==> config.mk <==
export PLATFORM = sky130hd
export DESIGN_NAME = smoothstep_stepped_rate_schedule
export DESIGN_NICKNAME = d
export VERILOG_FILES = /design/src/design/ssrs_pkg.sv /design/src/design/ssrs_div.sv /design/src/design/ssrs_mul.sv /design/src/design/smoothstep_stepped_rate_schedule.sv
export SDC_FILE = /design/constraint.sdc
export NUM_CORES = 2
export LEC_CHECK = 0
export BUFFER_PORTS_ARGS = -buffer_cell sky130_fd_sc_hd__buf_2
export CORE_MARGIN = 2
export CORE_UTILIZATION = 40
export DETAILED_ROUTE_END_ITERATION = 6
export HOLD_SLACK_MARGIN = 0.15
export PLACE_DENSITY_LB_ADDON = 0.15
export RECOVER_POWER = 50
export SLEW_MARGIN = 10
export SYNTH_ARGS = -nofsm -noshare
export SYNTH_HDL_FRONTEND = slang
export SYNTH_HIERARCHICAL = 1
export SYNTH_SLANG_ARGS = --single-unit
export TNS_END_PERCENT = 1
==> constraint.sdc <==
create_clock -name clk -period 6.7 [get_ports clk]
set_input_delay 1.005 -clock clk [delete_from_list [all_inputs] [get_ports clk]]
set_output_delay 1.005 -clock clk [all_outputs]
set_load 0.05 [all_outputs]
==> src/design/ssrs_pkg.sv <==
// ----------------------------------------------------------------------------
// ssrs_pkg: shared types and constants of the smoothstep rate schedule
//
// Fixed formats, register indexes and the command/response structs that run
// between the sequencer and its bit-serial arithmetic units.
// ----------------------------------------------------------------------------
package ssrs_pkg;

    // Q8.24 rates, Q0.16 ease fractions
    localparam int RATE_W    = 32;
    localparam int FRAC_BITS = 16;
    localparam int S_W       = FRAC_BITS + 1;

    // step registers carry at most this many bits on the config port
    localparam int STEP_CFG_W = 24;

    // configuration port
    localparam int CFG_IDX_W  = 3;
    localparam int CFG_DATA_W = 32;

    localparam logic [RATE_W-1:0] INITIAL_RATE_RST = 32'd16777;
    localparam logic [1:0]        STEP_COUNT_RST   = 2'd1;

    // 1.0 and 3.0 in Q0.16
    localparam logic [S_W-1:0] ONE_Q16   = 17'h10000;
    localparam logic [17:0]    THREE_Q16 = 18'd196608;

    // shift-add multiplier geometry
    localparam int MUL_A_W = 32;
    localparam int MUL_B_W = 18;
    localparam int MUL_P_W = MUL_A_W + MUL_B_W;

    typedef enum logic [CFG_IDX_W-1:0] {
        REG_INITIAL_RATE = 3'd0,
        REG_STEP_COUNT   = 3'd1,
        REG_STEP_0       = 3'd2,
        REG_STEP_1       = 3'd3,
        REG_STEP_2       = 3'd4,
        REG_TARGET_0     = 3'd5,
        REG_TARGET_1     = 3'd6,
        REG_TARGET_2     = 3'd7
    } cfg_reg_t;

    localparam logic FUNC_UPDATE  = 1'b0;
    localparam logic FUNC_RESTART = 1'b1;

    typedef struct packed {
        logic               start;
        logic [MUL_A_W-1:0] a;
        logic [MUL_B_W-1:0] b;
    } mul_cmd_t;

    typedef struct packed {
        logic               done;
        logic [MUL_P_W-1:0] product;
    } mul_rsp_t;

    typedef struct packed {
        logic                 done;
        logic [FRAC_BITS-1:0] quot;
    } div_rsp_t;

endpackage

==> src/design/ssrs_div.sv <==
// ----------------------------------------------------------------------------
// ssrs_div: bit-serial fraction divider
//
// Restoring division of num by den, with num below den, one quotient bit per
// cycle. Gives floor(num * 2^16 / den) as a Q0.16 fraction.
// ----------------------------------------------------------------------------
module ssrs_div #(
    parameter int BATCH_BITS = 24
) (
    input  logic                  clk,
    input  logic                  rst_n,
    input  logic                  start,
    input  logic [BATCH_BITS-1:0] num,
    input  logic [BATCH_BITS-1:0] den,
    output ssrs_pkg::div_rsp_t    rsp
);

    localparam int CNT_W = $clog2(ssrs_pkg::FRAC_BITS + 1);

    logic                           busy_reg, busy_next;
    logic                           done_reg, done_next;
    logic [CNT_W-1:0]               cnt_reg, cnt_next;
    logic [BATCH_BITS-1:0]          rem_reg, rem_next;
    logic [BATCH_BITS-1:0]          den_reg, den_next;
    logic [ssrs_pkg::FRAC_BITS-1:0] quot_reg, quot_next;

    logic [BATCH_BITS:0] rem_shift;
    logic [BATCH_BITS:0] trial;
    logic                fits;

    assign rem_shift = {rem_reg, 1'b0};
    assign trial     = rem_shift - {1'b0, den_reg};
    assign fits      = (rem_shift >= {1'b0, den_reg});

    always_comb
    begin
        busy_next = busy_reg;
        done_next = 1'b0;
        cnt_next  = cnt_reg;
        rem_next  = rem_reg;
        den_next  = den_reg;
        quot_next = quot_reg;
        if (start)
        begin
            busy_next = 1'b1;
            cnt_next  = '0;
            rem_next  = num;
            den_next  = den;
        end
        else if (busy_reg)
        begin
            // the remainder stays below den, so it fits back in BATCH_BITS
            rem_next  = fits ? trial[BATCH_BITS-1:0] : rem_shift[BATCH_BITS-1:0];
            quot_next = {quot_reg[ssrs_pkg::FRAC_BITS-2:0], fits};
            cnt_next  = cnt_reg + 1'b1;
            if (cnt_reg == CNT_W'(ssrs_pkg::FRAC_BITS - 1))
            begin
                busy_next = 1'b0;
                done_next = 1'b1;
            end
        end
    end

    always_ff @(posedge clk or negedge rst_n)
    begin
        if (!rst_n)
        begin
            busy_reg <= 1'b0;
            done_reg <= 1'b0;
            cnt_reg  <= '0;
        end
        else
        begin
            busy_reg <= busy_next;
            done_reg <= done_next;
            cnt_reg  <= cnt_next;
        end
    end

    always_ff @(posedge clk)
    begin
        rem_reg  <= rem_next;
        den_reg  <= den_next;
        quot_reg <= quot_next;
    end

    assign rsp.done = done_reg;
    assign rsp.quot = quot_reg;

endmodule

==> src/design/ssrs_mul.sv <==
// ----------------------------------------------------------------------------
// ssrs_mul: bit-serial shift-add multiplier
//
// Multiplies a 32-bit operand by an 18-bit operand, taking one bit of the
// second operand per cycle, LSB first. The product is held until next start.
// ----------------------------------------------------------------------------
module ssrs_mul (
    input  logic               clk,
    input  logic               rst_n,
    input  ssrs_pkg::mul_cmd_t cmd,
    output ssrs_pkg::mul_rsp_t rsp
);

    localparam int A_W   = ssrs_pkg::MUL_A_W;
    localparam int B_W   = ssrs_pkg::MUL_B_W;
    localparam int P_W   = ssrs_pkg::MUL_P_W;
    localparam int CNT_W = $clog2(B_W + 1);

    logic             busy_reg, busy_next;
    logic             done_reg, done_next;
    logic [CNT_W-1:0] cnt_reg, cnt_next;
    logic [A_W-1:0]   a_reg, a_next;
    logic [P_W-1:0]   p_reg, p_next;

    logic [A_W:0] partial;

    // add the multiplicand into the upper half when the low bit is set
    assign partial = {1'b0, p_reg[P_W-1:B_W]} + (p_reg[0] ? {1'b0, a_reg} : '0);

    always_comb
    begin
        busy_next = busy_reg;
        done_next = 1'b0;
        cnt_next  = cnt_reg;
        a_next    = a_reg;
        p_next    = p_reg;
        if (cmd.start)
        begin
            busy_next = 1'b1;
            cnt_next  = '0;
            a_next    = cmd.a;
            p_next    = {{A_W{1'b0}}, cmd.b};
        end
        else if (busy_reg)
        begin
            p_next   = {partial, p_reg[B_W-1:1]};
            cnt_next = cnt_reg + 1'b1;
            if (cnt_reg == CNT_W'(B_W - 1))
            begin
                busy_next = 1'b0;
                done_next = 1'b1;
            end
        end
    end

    always_ff @(posedge clk or negedge rst_n)
    begin
        if (!rst_n)
        begin
            busy_reg <= 1'b0;
            done_reg <= 1'b0;
            cnt_reg  <= '0;
        end
        else
        begin
            busy_reg <= busy_next;
            done_reg <= done_next;
            cnt_reg  <= cnt_next;
        end
    end

    always_ff @(posedge clk)
    begin
        a_reg <= a_next;
        p_reg <= p_next;
    end

    assign rsp.done    = done_reg;
    assign rsp.product = p_reg;

endmodule

==> src/design/smoothstep_stepped_rate_schedule.sv <==
// ----------------------------------------------------------------------------
// smoothstep_stepped_rate_schedule: eased piecewise learning-rate schedule
//
// Finds the schedule segment of a batch number and eases the rate across it
// with the smoothstep curve 3t^2 - 2t^3; a restart item reloads the rate.
// ----------------------------------------------------------------------------
// One item is in work at a time and each gives one rate. An update that lands
// before the first step or between two steps runs a step scan, the restoring
// divider that forms t, three passes through one shift-add multiplier (t*t,
// times 3 - 2t, times the rate difference), a load of the output register and
// a return to idle to take the next item. A restart goes straight to the
// output load, and a batch at or past the last step in use skips the divider
// and the multiplier. A finished rate sits in the output register while the
// next item is taken in; a second finished rate waits, and holds off the
// input, until the output register is free.
module smoothstep_stepped_rate_schedule #(
    parameter int MAX_STEPS  = 3,
    parameter int BATCH_BITS = 24
) (
    input  logic                                clk,
    input  logic                                rst_n,
    input  logic                                cfg_wr_en,
    input  logic [ssrs_pkg::CFG_IDX_W-1:0]      cfg_index,
    input  logic [ssrs_pkg::CFG_DATA_W-1:0]     cfg_data,
    input  logic                                in_valid,
    output logic                                in_ready,
    input  logic                                func,
    input  logic [BATCH_BITS-1:0]               batch_number,
    output logic                                out_valid,
    input  logic                                out_ready,
    output logic [ssrs_pkg::RATE_W-1:0]         rate
);

    localparam int CNT_W     = $clog2(MAX_STEPS + 1);
    localparam int STEP_KEEP = (BATCH_BITS < ssrs_pkg::STEP_CFG_W) ?
                               BATCH_BITS : ssrs_pkg::STEP_CFG_W;
    localparam logic [BATCH_BITS-1:0] STEP_MASK =
        BATCH_BITS'((64'd1 << STEP_KEEP) - 64'd1);
    localparam int RW = ssrs_pkg::RATE_W;

    typedef enum logic [2:0] {
        ST_IDLE,
        ST_SCAN,
        ST_DIV,
        ST_SQUARE,
        ST_CUBE,
        ST_SCALE,
        ST_DONE
    } state_t;

    // configuration
    logic [RW-1:0]         initial_rate_reg;
    logic [1:0]            step_count_reg;
    logic [BATCH_BITS-1:0] step_reg [MAX_STEPS];
    logic [RW-1:0]         target_reg [MAX_STEPS];

    // sequencer
    state_t                state_reg, state_next;
    logic [CNT_W-1:0]      cnt_reg, cnt_next;
    logic [BATCH_BITS-1:0] batch_reg, batch_next;
    logic [BATCH_BITS-1:0] lo_step_reg, lo_step_next;
    logic [RW-1:0]         lo_tgt_reg, lo_tgt_next;
    logic [RW-1:0]         from_reg, from_next;
    logic [RW-1:0]         to_reg, to_next;
    logic [ssrs_pkg::FRAC_BITS-1:0] t_reg, t_next;
    logic [RW-1:0]         res_reg, res_next;
    logic [RW-1:0]         current_rate_reg, current_rate_next;
    logic                  out_valid_reg, out_valid_next;
    logic [RW-1:0]         rate_reg, rate_next;
    logic                  div_start_reg, div_start_next;
    logic [BATCH_BITS-1:0] div_num_reg, div_num_next;
    logic [BATCH_BITS-1:0] div_den_reg, div_den_next;
    ssrs_pkg::mul_cmd_t    mul_cmd_reg, mul_cmd_next;

    ssrs_pkg::div_rsp_t    div_rsp;
    ssrs_pkg::mul_rsp_t    mul_rsp;

    logic [CNT_W-1:0]      n_eff;
    logic [BATCH_BITS-1:0] step_sel;
    logic [RW-1:0]         tgt_sel;
    logic                  rising;
    logic [RW-1:0]         diff;
    logic [17:0]           s_raw;
    logic [ssrs_pkg::S_W-1:0] s_val;
    logic [RW-1:0]         delta;

    // ------------------------------------------------------------------
    // configuration registers
    // ------------------------------------------------------------------
    always_ff @(posedge clk or negedge rst_n)
    begin
        if (!rst_n)
        begin
            initial_rate_reg <= ssrs_pkg::INITIAL_RATE_RST;
            step_count_reg   <= ssrs_pkg::STEP_COUNT_RST;
            for (int j = 0; j < MAX_STEPS; j++)
            begin
                step_reg[j]   <= '0;
                target_reg[j] <= '0;
            end
        end
        else if (cfg_wr_en)
        begin
            case (cfg_index)
                ssrs_pkg::REG_INITIAL_RATE: initial_rate_reg <= cfg_data[RW-1:0];
                ssrs_pkg::REG_STEP_COUNT:   step_count_reg   <= cfg_data[1:0];
                default: ;
            endcase
            for (int j = 0; j < MAX_STEPS; j++)
            begin
                if (cfg_index == ssrs_pkg::CFG_IDX_W'(int'(ssrs_pkg::REG_STEP_0) + j))
                    step_reg[j] <= cfg_data[BATCH_BITS-1:0] & STEP_MASK;
                if (cfg_index == ssrs_pkg::CFG_IDX_W'(int'(ssrs_pkg::REG_TARGET_0) + j))
                    target_reg[j] <= cfg_data[RW-1:0];
            end
        end
    end

    // steps in use: zero acts as one, clamp to the number stored
    always_comb
    begin
        if (step_count_reg == 2'd0)
            n_eff = CNT_W'(1);
        else if (32'(step_count_reg) > MAX_STEPS)
            n_eff = CNT_W'(MAX_STEPS);
        else
            n_eff = CNT_W'(step_count_reg);
    end

    // step and target under the scan pointer
    always_comb
    begin
        step_sel = '0;
        tgt_sel  = '0;
        for (int j = 0; j < MAX_STEPS; j++)
        begin
            if (cnt_reg == CNT_W'(j))
            begin
                step_sel = step_reg[j];
                tgt_sel  = target_reg[j];
            end
        end
    end

    // ease arithmetic
    assign rising = (to_reg >= from_reg);
    assign diff   = rising ? (to_reg - from_reg) : (from_reg - to_reg);
    assign s_raw  = mul_rsp.product[ssrs_pkg::MUL_P_W-1:32];
    assign s_val  = (s_raw > 18'(ssrs_pkg::ONE_Q16)) ? ssrs_pkg::ONE_Q16
                                                     : s_raw[ssrs_pkg::S_W-1:0];
    assign delta  = mul_rsp.product[RW+15:16];

    // ------------------------------------------------------------------
    // sequencer
    // ------------------------------------------------------------------
    always_comb
    begin
        state_next        = state_reg;
        cnt_next          = cnt_reg;
        batch_next        = batch_reg;
        lo_step_next      = lo_step_reg;
        lo_tgt_next       = lo_tgt_reg;
        from_next         = from_reg;
        to_next           = to_reg;
        t_next            = t_reg;
        res_next          = res_reg;
        current_rate_next = current_rate_reg;
        out_valid_next    = out_valid_reg && !out_ready;
        rate_next         = rate_reg;
        div_start_next    = 1'b0;
        div_num_next      = div_num_reg;
        div_den_next      = div_den_reg;
        mul_cmd_next      = mul_cmd_reg;
        mul_cmd_next.start = 1'b0;

        case (state_reg)
            ST_IDLE:
            begin
                if (in_valid)
                begin
                    if (func == ssrs_pkg::FUNC_RESTART)
                    begin
                        res_next   = initial_rate_reg;
                        state_next = ST_DONE;
                    end
                    else
                    begin
                        batch_next = batch_number;
                        cnt_next   = '0;
                        state_next = ST_SCAN;
                    end
                end
            end

            ST_SCAN:
            begin
                if (cnt_reg == n_eff)
                begin
                    // at or past the last step in use: hold its target
                    res_next   = lo_tgt_reg;
                    state_next = ST_DONE;
                end
                else if (step_sel > batch_reg)
                begin
                    // the span is always positive here: step_sel > batch >= lo_step
                    if (cnt_reg == '0)
                    begin
                        div_num_next = batch_reg;
                        div_den_next = step_sel;
                        from_next    = current_rate_reg;
                    end
                    else
                    begin
                        div_num_next = batch_reg - lo_step_reg;
                        div_den_next = step_sel - lo_step_reg;
                        from_next    = lo_tgt_reg;
                    end
                    to_next        = tgt_sel;
                    div_start_next = 1'b1;
                    state_next     = ST_DIV;
                end
                else
                begin
                    lo_step_next = step_sel;
                    lo_tgt_next  = tgt_sel;
                    cnt_next     = cnt_reg + 1'b1;
                end
            end

            ST_DIV:
            begin
                if (div_rsp.done)
                begin
                    t_next             = div_rsp.quot;
                    mul_cmd_next.start = 1'b1;
                    mul_cmd_next.a     = ssrs_pkg::MUL_A_W'(div_rsp.quot);
                    mul_cmd_next.b     = ssrs_pkg::MUL_B_W'(div_rsp.quot);
                    state_next         = ST_SQUARE;
                end
            end

            ST_SQUARE:
            begin
                if (mul_rsp.done)
                begin
                    // t below 1.0, so t^2 fits 32 bits
                    mul_cmd_next.start = 1'b1;
                    mul_cmd_next.a     = mul_rsp.product[ssrs_pkg::MUL_A_W-1:0];
                    mul_cmd_next.b     = ssrs_pkg::THREE_Q16 - {1'b0, t_reg, 1'b0};
                    state_next         = ST_CUBE;
                end
            end

            ST_CUBE:
            begin
                if (mul_rsp.done)
                begin
                    mul_cmd_next.start = 1'b1;
                    mul_cmd_next.a     = diff;
                    mul_cmd_next.b     = ssrs_pkg::MUL_B_W'(s_val);
                    state_next         = ST_SCALE;
                end
            end

            ST_SCALE:
            begin
                if (mul_rsp.done)
                begin
                    res_next   = rising ? (from_reg + delta) : (from_reg - delta);
                    state_next = ST_DONE;
                end
            end

            ST_DONE:
            begin
                if (!out_valid_reg || out_ready)
                begin
                    out_valid_next    = 1'b1;
                    rate_next         = res_reg;
                    current_rate_next = res_reg;
                    state_next        = ST_IDLE;
                end
            end

            default: state_next = ST_IDLE;
        endcase
    end

    always_ff @(posedge clk or negedge rst_n)
    begin
        if (!rst_n)
        begin
            state_reg        <= ST_IDLE;
            cnt_reg          <= '0;
            batch_reg        <= '0;
            lo_step_reg      <= '0;
            lo_tgt_reg       <= '0;
            from_reg         <= '0;
            to_reg           <= '0;
            t_reg            <= '0;
            res_reg          <= '0;
            current_rate_reg <= ssrs_pkg::INITIAL_RATE_RST;
            out_valid_reg    <= 1'b0;
            rate_reg         <= '0;
            div_start_reg    <= 1'b0;
            div_num_reg      <= '0;
            div_den_reg      <= '0;
            mul_cmd_reg      <= '0;
        end
        else
        begin
            state_reg        <= state_next;
            cnt_reg          <= cnt_next;
            batch_reg        <= batch_next;
            lo_step_reg      <= lo_step_next;
            lo_tgt_reg       <= lo_tgt_next;
            from_reg         <= from_next;
            to_reg           <= to_next;
            t_reg            <= t_next;
            res_reg          <= res_next;
            current_rate_reg <= current_rate_next;
            out_valid_reg    <= out_valid_next;
            rate_reg         <= rate_next;
            div_start_reg    <= div_start_next;
            div_num_reg      <= div_num_next;
            div_den_reg      <= div_den_next;
            mul_cmd_reg      <= mul_cmd_next;
        end
    end

    ssrs_div #(
        .BATCH_BITS (BATCH_BITS)
    ) u_div (
        .clk   (clk),
        .rst_n (rst_n),
        .start (div_start_reg),
        .num   (div_num_reg),
        .den   (div_den_reg),
        .rsp   (div_rsp)
    );

    ssrs_mul u_mul (
        .clk   (clk),
        .rst_n (rst_n),
        .cmd   (mul_cmd_reg),
        .rsp   (mul_rsp)
    );

    assign in_ready  = (state_reg == ST_IDLE);
    assign out_valid = out_valid_reg;
    assign rate      = rate_reg;

endmodule
Yosys cells after proc, flatten, opt, wreduce, memory -nomap -nowiden
Cells that the tools add are included.
Operators by class
  add/subtract/negate cells: 12
  $lt $le $gt $ge: 4
  equality and inequality tests: 30
  mux-type cells: 64
  bitwise logic cells: 4
  reduce and logical (&&, ||, !) cells: 31
Operator list (number)
  $mux 32: 11
  $mux 24: 8
  $mux 51: 3
  $pmux 51 s3: 1
  $pmux 32 s3: 1
  $sub 32x32->32: 3
  $sub 24x24->24: 3
  $mux 18: 2
  $add 32x32->33: 1
  $add 32x32->32: 1
  $ge 32x32->1: 1
  $mux 3: 9
  $ge 25x24->1: 1
  $gt 24x24->1: 1
  $reduce_and 2->1: 11
  $eq 3x3->1 const B: 7
  $pmux 3 s7: 1
  $mux 5: 4
  $gt 18x17->1 const B: 1
  $sub 18x17->18 const A: 1
  $mux 1: 17
  $mux 17: 1
  $eq 3x2->1 const B: 4
  $ne 2x2->1 const B: 6
  other kinds (24): 46
Storage, ports and cells
  bits in registers: 724
  input bits: 65
  output and inout port bits: 34
  word-level logic and storage cells: 183

Longest topological paths before layout
  depth in word-level cells: 8
  gate-level depth with buffers: 26
  mapped depth without buffers: 23

Modules after synthesis
The synthesis kept the hierarchy.
By module, submodules not included
  smoothstep_stepped_rate_schedule: times used 1, cells each 3266, area each 31425.1 µm², seq. area each 13451.7 µm²
  ssrs_mul: times used 1, cells each 526, area each 5301.3 µm², seq. area each 2317.2 µm²
  ssrs_div: times used 1, cells each 398, area each 4224.1 µm², seq. area each 2097.0 µm²

Worst setup path after synthesis
Ideal clock, no wire load.
  kind: reg2reg
  start: register from_reg[1]
  end: register res_reg[30]
  setup time: 0.077 ns
  arrival time: 5.431 ns
  required time: 6.623 ns
  setup slack: 1.191 ns
  stages on the path, launching flop included: 23
  buffers on the path: 2
  period minus slack after synthesis: 5.509 ns
  cells stage by stage: dfrtp_1 > inv_1 > fa_1 > a21o_1 > a21oi_1 > o21ai_0 > a211o_1 > o21a_1 > nor2_2 > buf_2 > buf_2 > o21ai_0 > fa_1 > a21o_1 > a21oi_1 > o211ai_1 > a211oi_2 > a21oi_1 > a2111oi_2 > nor2_1 > or3_1 > a41o_1 > a21oi_1
Between the ends
  longest elaborated chain between the ends: 4
  elaborated cells between the ends (all ways): 6
  those cells by class: add/sub (2); order compare (1); mux (3)
Ends and longest elaborated chain
  from (decl): line smoothstep_stepped_rate_schedule.sv:63  | logic [RW-1:0] from_reg, from_next;
  from (signal assigned): line smoothstep_stepped_rate_schedule.sv:317  | from_reg <= from_next;
  $sub 32x32->32 (tied with other cells): line smoothstep_stepped_rate_schedule.sv:269  | res_next = rising ? (from_reg + delta) : (from_reg - delta);
  $mux 32 *: line smoothstep_stepped_rate_schedule.sv:269
  $mux 32 *: line smoothstep_stepped_rate_schedule.sv:267  | if (mul_rsp.done)
  $pmux 32 s3 *: line smoothstep_stepped_rate_schedule.sv:176  | case (state_reg)
  to (signal assigned): line smoothstep_stepped_rate_schedule.sv:320  | res_reg <= res_next;
  to (decl): line smoothstep_stepped_rate_schedule.sv:66  | logic [RW-1:0] res_reg, res_next;
Mark *: on every way between the ends. The rest lies on a longest branch, timed or not. The select of a mux whose other input is x is not followed.
A chain may end at the register's enable or synchronous reset.

Worst setup path in the final report
Same ends and word-level chain as after synthesis.

==> summary.txt <==
Finish
  – # fillers: between 9,000 and 10,000
  – Max FFs per register: between 90 and 100
  – Most frequent cells in the layout: dfrtp_1 (538), nand2_1 (424), a21oi_1 (339), mux2_2 (303), nor2_1 (292)
  – Final Util: 0.445
  – Nets@finish: 4,477
  – Area Overhead vs Synth: 10.5%
  – Layout cells sized above 1: 0.149
  – Multi-input gate area: 21,200 um^2
  – Ant diodes: 0
  – Register Area: approximately 18,000 um^2
  – Commonest non-fill, non-tap cell in the layout: dfrtp_1
  – Post-route cell area: between 40,000 and 50,000 um^2
  – Non-Filler Instances: 5,603

Setup path
  – Reg2reg start: from_reg[1]
  – Crit. End Element: flop
  – Class of the most critical setup path: flop to flop
  – Critical path data arrival time: between 6 and 7 ns
  – CP Launch Point: from_reg[1]
  – Worst r2r path cells: 20
  – Critical Path End: res_reg[30]
  – CP max FO: 7
  – Critical path data required time: about 7.3 ns
  – Startpoint types: flop
  – FF-to-FF End: res_reg[30]
  – Reg2reg setup slack: 0.61 ns

Die
  – Die height: ~320 um
  – I/O pin count: 99
  – Placement Rows: 117
  – Initial core utilization: 0.403
  – Die Width: between 300 and 400 um
  – Core area: around 100,000 um^2
  – Area of the die: roughly 100,000 um^2

Yosys
  – Count of different cell masters after synthesis: 104
  – FF+latch count, synth: approximately 700
  – Yosys Warn Count: 6
  – EDFF count, synth: around 110
  – Post-Syn Area: between 40,000 and 50,000 um^2
  – Yosys top cell by area: dfrtp_1
  – Primary FF master, synth: dfrtp_1
  – Syn nets: between 4,000 and 5,000
  – Synth top area cells: dfrtp_1 (33%), edfxtp_1 (8.4%), mux2_2 (8.3%)
  – Yosys top cell area share: 0.330
  – Post-synthesis cell count: about 4,200
  – Syn avg cell area: approximately 10 um^2
  – Register area share after synthesis: 0.436
  – Asr flop ratio synth: 0.791

Clock tree
  – Gates resized, CTS repair: 0
  – Postcts setup bufs: 0
  – H-Tree Depth: 3
  – Hold_buf cts: 0
  – Clock-pin slew on the worst setup and hold paths: about 0.060 ns
  – CTS max path bufs: 3
  – TritonCTS Buffers: 81
  – Clock Sink Count: roughly 700
  – Clock Root Buffer: clkbuf_16
  – Clk_lat worst skew: ~0.68 ns
  – CTS tree: yes

Timing
  – Unrepaired setup endpoints after global routing: false
  – Setup-failing EPs final: 0
  – Max Freq: between 0.15 and 0.2 GHz
  – Worst slew margin: -2.39
  – Final Cycle Share: 0.908
  – Final Hold Fails: 0
  – Crit path time final: 6.09 ns
  – Clock Skews: between 0.06 and 0.07 ns
  – Least-Margin Pin Slew: approximately 5 ns
  – Slew Viols, Final: 406
  – TNS Setup: 0 ns

Hold path
  – Hold crit path type: flop to flop

Routing
  – TritonRoute pass-1 iters: 7
  – Routed WL: 118,000 um
  – Iter 0 DRT Violations: 2,406
  – Final ANT Viol Nets: 0
  – Vias per cell: about 5.5
  – DR WL/cell: approximately 21 um
  – Vias post-DR: a little over 30,000
  – DR DRC count: 1

Global routing
  – Vias in the first global route: a little under 30,000
  – First-pass GRT wire length: 181,000 um
  – Gr ovfl total: 0
  – Initial antenna violation count: 0
  – Total GRT Usage: 0.224
  – Largest net degree at the start of global routing: between 100 and 150

Placement
  – RePlAce Congestion: 0.919
  – Number of port buffers: 98
  – Placed Area: roughly 43,000 um^2
  – Placed Instances: approximately 5,500
  – Post-DP HPWL: roughly 87,000 um

Flow run
  – Max_cap viols: 10

Pwr
  – Static Leak: 0.0205 uW
  – Pwr dens: 214 nW/um^2
  – Worst VDD drop: about 0.24 mV

Status
  – Failing checks: DRC, capacitance limit, slew limit
  – Outcome: finished with violations
==> logic make-up (layout without fill, tap and decap cells) <==
kind of cell / count (synthesis) / count (layout) / synth area share
compound gates: 1110 / 1110 / 0.174
xor+xnor: 177 / 177 / 0.0379
fa+ha+maj: 243 / 243 / 0.0755
buf+inv: 470 / 515 / 0.0468
flops: 697 / 697 / 0.436
mux: 393 / 393 / 0.105
simple gates: 1100 / 1100 / 0.124
==> stage by stage <==
stage / power [uW] / hold WS (ns) / setup WS, ns
4_1_cts: 9810 / 0.326 / 0.521
2_1_floorplan: 5010 / 0.426 / 1.19
3_3_place_gp: 5200 / 0.430 / 0.657
5_1_grt: 10000 / 0.461 / 0.0256
6_report: 9690 / 0.445 / 0.615
3_5_place_dp: 5220 / 0.433 / 0.569
==> worst min-delay path by stage <==
stage / from / endpoint / slack (ns) / cells past startpoint
3_5_place_dp: mul_cmd_reg[18] / u_mul/a_reg[0] / 0.43 / 0
6_report: div_den_reg[18] / u_div/den_reg[18] / 0.45 / 0
5_1_grt: div_den_reg[13] / u_div/den_reg[13] / 0.46 / 0
4_1_cts: rst_n / u_mul/cnt_reg[1] / 0.33 / 1
3_3_place_gp: div_den_reg[7] / u_div/den_reg[7] / 0.43 / 0
2_1_floorplan: mul_cmd_reg[28] / u_mul/a_reg[10] / 0.43 / 0
==> worst max-delay path, cell delays in order, from the launching register on <==
cell,delay (ns)
dfrtp_1,0.51
inv_1,0.13
fa_1,0.46
a21o_1,0.19
a21oi_1,0.23
o21ai_0,0.25
a211o_1,0.36
o21a_1,0.26
nor2_2,0.31
o21ai_0,0.26
fa_1,0.49
a21o_1,0.17
a21oi_1,0.26
o211ai_1,0.23
a211oi_2,0.29
a21oi_1,0.25
a2111oi_2,0.51
nor2_1,0.12
or3_1,0.37
a41o_1,0.21
a21oi_1,0.14
==> per-layer routing <==
layer / vias to the layer above / global-route usage / routed length, um
li1: 14949 / - / -
met1: 15019 / 0.345 / 59600
met2: 694 / 0.325 / 50100
met3: 140 / 0.0279 / 5490
met4: 0 / 0.0651 / 3140
met5: - / 0 / 0
==> final cells by class <==
cell class,count,area share
clock buffer,115,0.0501
sequential,697,0.395
timing repair buffer,151,0.0193
multi-input combinational,3023,0.469
tap,1368,0.0378
inverter,215,0.0178
clock inverter,34,0.0106
==> report_power, final <==
| part | switching, uW | leakage (uW) | internal [uW] |
|---|---|---|---|
| clock | 1890 | 0.00133 | 2660 |
| combinational | 196 | 0.0109 | 233 |
| sequential | 144 | 0.00823 | 4570 |
==> synth_stat cells, types with 10 or more instances <==
master / instances
a211oi_1: 21
a21o_1: 95
a21oi_1: 339
a222oi_1: 28
a22oi_1: 75
a31oi_1: 30
and2_1: 49
and3_1: 25
buf_1: 25
buf_2: 12
buf_4: 30
clkbuf_1: 183
dfrtp_1: 540
dfstp_2: 11
dfxtp_1: 32
edfxtp_1: 114
ha_1: 236
inv_1: 214
mux2_2: 303
mux2i_1: 90
nand2_1: 426
nand2b_1: 28
nand3_1: 60
nand4_1: 35
nor2_1: 294
nor2b_1: 38
nor3_1: 53
nor3b_1: 10
nor4_1: 13
o2111ai_1: 12
o211ai_1: 25
o21a_1: 32
o21ai_0: 263
o21ai_1: 10
o21bai_1: 24
o31ai_1: 20
or2_2: 10
or3_1: 13
xnor2_1: 107
xor2_1: 70
Note: power is estimated with default switching activity, not from simulation.
